==> src/rtl/core/arrival_steering_step_top_macros.svh <==
// assertion helpers for the arrival steering pipeline
`ifndef ARRIVAL_STEERING_STEP_TOP_MACROS_SVH
`define ARRIVAL_STEERING_STEP_TOP_MACROS_SVH

// same-cycle implication, quiet during reset
`define AST_CHECK(lbl, ante, cons, msg) \
    lbl: assert property (@(posedge i_clk) disable iff (!i_rst_n) (ante) |-> (cons)) \
        else $error(msg);

// next-cycle implication, quiet during reset
`define AST_CHECK_NEXT(lbl, ante, cons, msg) \
    lbl: assert property (@(posedge i_clk) disable iff (!i_rst_n) (ante) |=> (cons)) \
        else $error(msg);

`endif

==> src/rtl/core/ast_pkg.sv <==
package ast_pkg;

    localparam int SQRT_LAT = 32;
    localparam int DIV_QW   = 18;
    localparam int DIV_LAT  = DIV_QW;
    localparam int DIV_NW   = 49;
    localparam int DIV_DW   = 33;

    // stage numbers, stage 0 is the input register
    localparam int S_ROOT = 3 + SQRT_LAT;
    localparam int S_DIV  = S_ROOT + 1;
    localparam int S_Q    = S_DIV + DIV_LAT;
    localparam int S_OUT  = S_Q + 10;
    localparam int GEO_N  = S_OUT - 1;

    localparam int CFG_IW = 2;
    localparam logic [30:0] RADIUS_RST = 31'd655360;
    localparam logic [17:0] UNIT_ONE   = 18'd65536;

    typedef enum logic [CFG_IW-1:0] {
        REG_TGT_X  = 2'd0,
        REG_TGT_Y  = 2'd1,
        REG_RADIUS = 2'd2,
        REG_WEIGHT = 2'd3
    } t_reg;

    typedef struct packed {
        logic signed [31:0] px;
        logic signed [31:0] py;
        logic signed [31:0] vx;
        logic signed [31:0] vy;
        logic [30:0]        ms;
        logic [16:0]        dt;
    } t_ctx;

    typedef struct packed {
        t_ctx        c;
        logic [31:0] ax;
        logic [31:0] ay;
        logic        dxn;
        logic        dyn;
        logic        big;
    } t_geo;

endpackage

==> src/rtl/core/ast_div_pipe.sv <==
module ast_div_pipe (
    input  logic                        i_clk,
    input  logic [ast_pkg::DIV_NW-1:0]  i_num,
    input  logic [ast_pkg::DIV_DW-1:0]  i_den,
    output logic [ast_pkg::DIV_QW-1:0]  o_quo
);
    import ast_pkg::*;

    localparam int CW = DIV_DW + DIV_QW;

    logic [DIV_NW-1:0] r_rem [DIV_LAT];
    logic [DIV_DW-1:0] r_den [DIV_LAT];
    logic [DIV_QW-1:0] r_quo [DIV_LAT];

    // restoring division, one quotient bit per stage, msb first
    for (genvar t = 0; t < DIV_LAT; t++) begin : g_stg
        localparam int SH = DIV_QW - 1 - t;
        logic [DIV_NW-1:0] n_rem;
        logic [DIV_DW-1:0] n_den;
        logic [DIV_QW-1:0] n_quo;
        logic [CW-1:0]     n_trial;

        if (t == 0) begin : g_head
            assign n_rem = i_num;
            assign n_den = i_den;
            assign n_quo = '0;
        end else begin : g_body
            assign n_rem = r_rem[t-1];
            assign n_den = r_den[t-1];
            assign n_quo = r_quo[t-1];
        end

        assign n_trial = CW'(n_den) << SH;

        always_ff @(posedge i_clk) begin
            r_den[t] <= n_den;
            if (CW'(n_rem) >= n_trial) begin
                r_rem[t] <= n_rem - n_trial[DIV_NW-1:0];
                r_quo[t] <= n_quo | (DIV_QW'(1) << SH);
            end else begin
                r_rem[t] <= n_rem;
                r_quo[t] <= n_quo;
            end
        end
    end

    assign o_quo = r_quo[DIV_LAT-1];

endmodule

==> config.mk <==
export PLATFORM = sky130hd
export DESIGN_NAME = ast_div_pipe
export DESIGN_NICKNAME = d
export VERILOG_FILES = /design/src/rtl/core/arrival_steering_step_top_macros.svh /design/src/rtl/core/ast_pkg.sv /design/src/rtl/core/ast_div_pipe.sv
export SDC_FILE = /design/constraint.sdc
export NUM_CORES = 2
export LEC_CHECK = 0
export BUFFER_PORTS_ARGS = -buffer_cell sky130_fd_sc_hd__buf_2
export CORE_MARGIN = 2
export CORE_UTILIZATION = 65
export CTS_CLUSTER_DIAMETER = 40
export DETAILED_ROUTE_END_ITERATION = 12
export HOLD_SLACK_MARGIN = 0.03
export PLACE_DENSITY = 0.82
export SLEW_MARGIN = 0
export SYNTH_ARGS = -nofsm -noshare
export SYNTH_HDL_FRONTEND = slang
export SYNTH_SLANG_ARGS = --single-unit
==> constraint.sdc <==
create_clock -name i_clk -period 5.8 [get_ports i_clk]
set_clock_uncertainty 0.2 [all_clocks]
set_input_delay 1.16 -clock i_clk [delete_from_list [all_inputs] [get_ports i_clk]]
set_output_delay 1.16 -clock i_clk [all_outputs]
set_load 0.005 [all_outputs]
==> impl_metrics.env <==
export IMPL_outcome="finished clean"
export IMPL_synth_top_area_cell="dfxtp_1"
export IMPL_areaGrowthSynthToFinish_pct=11.96
export IMPL_worst_path_max_fanout=35
export IMPL_fin_tns_setup_ns=0
export IMPL_p_total_mw=50.26
export IMPL_yosys_top_cells_count="dfxtp_1 (1565), inv_1 (747), a21oi_1 (685)"
export IMPL_drt_first_pass_iters=9
export IMPL_nets=8868
export IMPL_synthArstFlopShare_pct=0
export IMPL_root_buffer="clkbuf_16"
export IMPL_vias_per_cell=6.012
export IMPL_yosys_top_cells_area="dfxtp_1 (43%), ha_1 (10%), a21oi_1 (4.7%), xnor2_1 (4.0%), inv_1 (3.8%)"
export IMPL_globalRouteOverflowTotal=0
export IMPL_ant_nets=0
export IMPL_dpl_instance_area_sq_um=74930
export IMPL_gp_congestion=0.9776
export IMPL_die_area_sq_um=114900
export IMPL_yosysWarnings=0
export IMPL_rows=122
export IMPL_syn_num_nets=8753
export IMPL_max_freq_ghz=0.2074
export IMPL_clock_sinks=1565
export IMPL_critPathCaptureType="flip-flop"
export IMPL_fin_crit_sh_pct=83.12
export IMPL_relSlewSlack_pct=13.97
export IMPL_clk_pin_slew_ns=0.06
export IMPL_final_area_sq_um=81680
export IMPL_netlist_instances=8060
export IMPL_syn_area_per_cell_sq_um=9.051
export IMPL_dp_hpwl_microns=145300
export IMPL_start_util_pct=65.74
export IMPL_synth_area_sq_um=72950
export IMPL_cts_resized=0
export IMPL_die_w_microns=339.0
export IMPL_setup_violations_final=0
export IMPL_numCtsBuffers=186
export IMPL_ys_types=97
export IMPL_synth_edff_count=0
export IMPL_tightest_slew_ns=1.274
export IMPL_p_sw_share_pct=38.98
export IMPL_post_cts_buffers=0
export IMPL_wire_per_inst_microns=19.44
export IMPL_core_area_sq_um=111000
export IMPL_cp_start_kind="flip-flop"
export IMPL_drcViolationCount=0
export IMPL_numPortBuffers=100
export IMPL_first_iter_violations=4500
export IMPL_drt_wl_total_microns=190900
export IMPL_grt_pass1_vias=58499
export IMPL_track_usage_pct=32.40
export IMPL_cts_hold_buf=0
export IMPL_hold_viol_final=0
export IMPL_cp_required_ns=6.32
export IMPL_ys_seq_area_share_pct=42.95
export IMPL_synth_most_common_cell="dfxtp_1"
export IMPL_layout_drive_gt1_share_pct=8.353
export IMPL_die_h_microns=339.0
export IMPL_hold_ws_ns=0.1251
export IMPL_r2r_setup_slack_ns=0.98
export IMPL_hold_path_class="reg2reg"
export IMPL_synth_top_cell_area_share_pct=42.95
export IMPL_slew_viol_final=0
export IMPL_power_internal_mw=30.67
export IMPL_cts_tree="yes"
export IMPL_cp_cell_sequence="inv_1, ha_1, fa_1, nor2b_1, o31ai_1, a21oi_1, a31oi_1, o311ai_1, a221o_1, a31oi_1, o21bai_4, buf_4, nor2_1, a31oi_1"
export IMPL_synth_main_ff_cell="dfxtp_1"
export IMPL_path_buf_inv=2
export IMPL_post_place_ws_ns=0.9791
export IMPL_rsz0062_at_grt="false"
export IMPL_slowest_delay_ns=0.81
export IMPL_powerDensity_nw_per_um2=615.3
export IMPL_crit_family="compound AO/OA/AOI/OAI gates"
export IMPL_period_needed_ns=4.821
export IMPL_power_frac_comb_pct=43.5
export IMPL_maxCapViolations=0
export IMPL_p_switching_mw=19.59
export IMPL_power_leakage_nw=37.06
export IMPL_worstSetupPathType="reg2reg"
export IMPL_grt_pass1_wl_microns=303100
export IMPL_grt_max_degree=66
export IMPL_num_vias=59060
export IMPL_ir_drop_mv=0.4364
export IMPL_layout_setup_ws_ns=0.9788
export IMPL_crit_top_cell="a31oi_1"
export IMPL_antenna_found_initial=4
export IMPL_seq_power_share_pct=32.0
export IMPL_cts_max_level=4
export IMPL_ys_ff_latch=1565
export IMPL_clockBufferDepth=3
export IMPL_cp_slowest_cell="o21bai_4"
export IMPL_p_clk_share_pct=24.5
export IMPL_io_pins=101
export IMPL_cp_arrival_ns=5.35
export IMPL_clk_latency_ns=0.81
through the flow:
stage	utilization [%]	cells
2_1_floorplan	-	8060
3_3_place_gp	67.52	9475
3_5_place_dp	67.52	9475
4_1_cts	73.59	9820
5_1_grt	73.59	9820
6_report	73.60	9824
per-layer routing:
| metal | vias up | global-route usage (%) | part of all wire, % |
|---|---|---|---|
| met2 | 2232 | 57.72 | 49 |
| met1 | 27742 | 36.13 | 39 |
| li1 | 28406 | - | - |
| met4 | 2 | 19.84 | 6.3 |
| met3 | 678 | 5.215 | 5.6 |
| met5 | - | 0 | 0.0094 |
worst reg2reg max path: stages (launching register included):
cell,delay [ns]
dfxtp_1,0.34
inv_1,0.05
ha_1,0.21
fa_1,0.41
nor2b_1,0.19
o31ai_1,0.13
a21oi_1,0.42
a31oi_1,0.29
o311ai_1,0.59
a221o_1,0.39
a31oi_1,0.23
o21bai_4,0.81
buf_4,0.31
nor2_1,0.05
a31oi_1,0.13
registers in the layout, indices dropped and copies added (netlist names):
name	cells
r_rem	833
r_den	561
r_quo	171
power by group through the flow:
stage	logic (mW)	registers, mW	clock network (mW)
3_5_place_dp	21.2	16.2	0
6_report	21.9	16.1	12.3
5_1_grt	24.2	16.3	12.9
2_1_floorplan	16.8	15.2	0
4_1_cts	21.5	16.0	12.4
3_3_place_gp	20.7	16.1	0
cell type report:
cell class	count	area (sq um)
multi-input combinational	5528	38030
fill	7915	29300
sequential	1565	31330
clock buffer	225	5031
tap	1488	1862
timing repair buffer	143	885.9
inverter	751	2819
antenna	4	10.01
clock inverter	120	1710
path summary, 6_finish.rpt:
path | startpoint | to | depth (start not counted)
max | r_rem[13][3] | r_rem[14][27] | 14
min | r_quo[16][3] | r_quo[17][3] | 0
max reg2reg | r_rem[13][3] | r_rem[14][27] | 14
min reg2reg | r_quo[16][3] | r_quo[17][3] | 0
cells in the final DEF (no fill, tap or decap), types with 22 or more instances in the layout:
master      instances
and3_1             60
a31oi_1            72
o21ai_0           536
clkbuf_8           23
mux2_4             26
buf_4              38
and2_1             22
o21bai_1           78
inv_1             747
xor2_1            254
a211o_1            30
clkinvlp_4         25
ha_1              593
o31ai_1            39
clkbuf_16         186
nor3_1            113
nand2b_1           96
buf_2             100
nand2_1           616
o211ai_1           28
nand4_1           119
o21a_1             70
bufinv_16          24
or2_2              22
a21o_1            291
nor4_1             73
a211oi_1           60
nor2b_1            93
or3_1              43
a21oi_1           684
nand3_1           139
mux2_2            112
or4_1              23
nor2_1            514
o31a_1             34
a21boi_0           22
xnor2_1           335
dfxtp_1          1565
cells by family (layout without fill, tap and decap cells):
family | after synthesis | after routing | share of synthesized area (%)
muxes | 153 | 153 | 2.470
DFF | 1565 | 1565 | 42.95
other | 0 | 4 | 0
xor gates and xnor gates | 589 | 589 | 7.071
AOI/OAI and AO/OA | 2160 | 2160 | 18.50
and+or+nand+nor | 2016 | 2016 | 13.27
adders and majority gates | 610 | 610 | 10.64
buffers and inverters | 967 | 1239 | 5.106
Note: power is estimated with default switching activity, not from simulation.
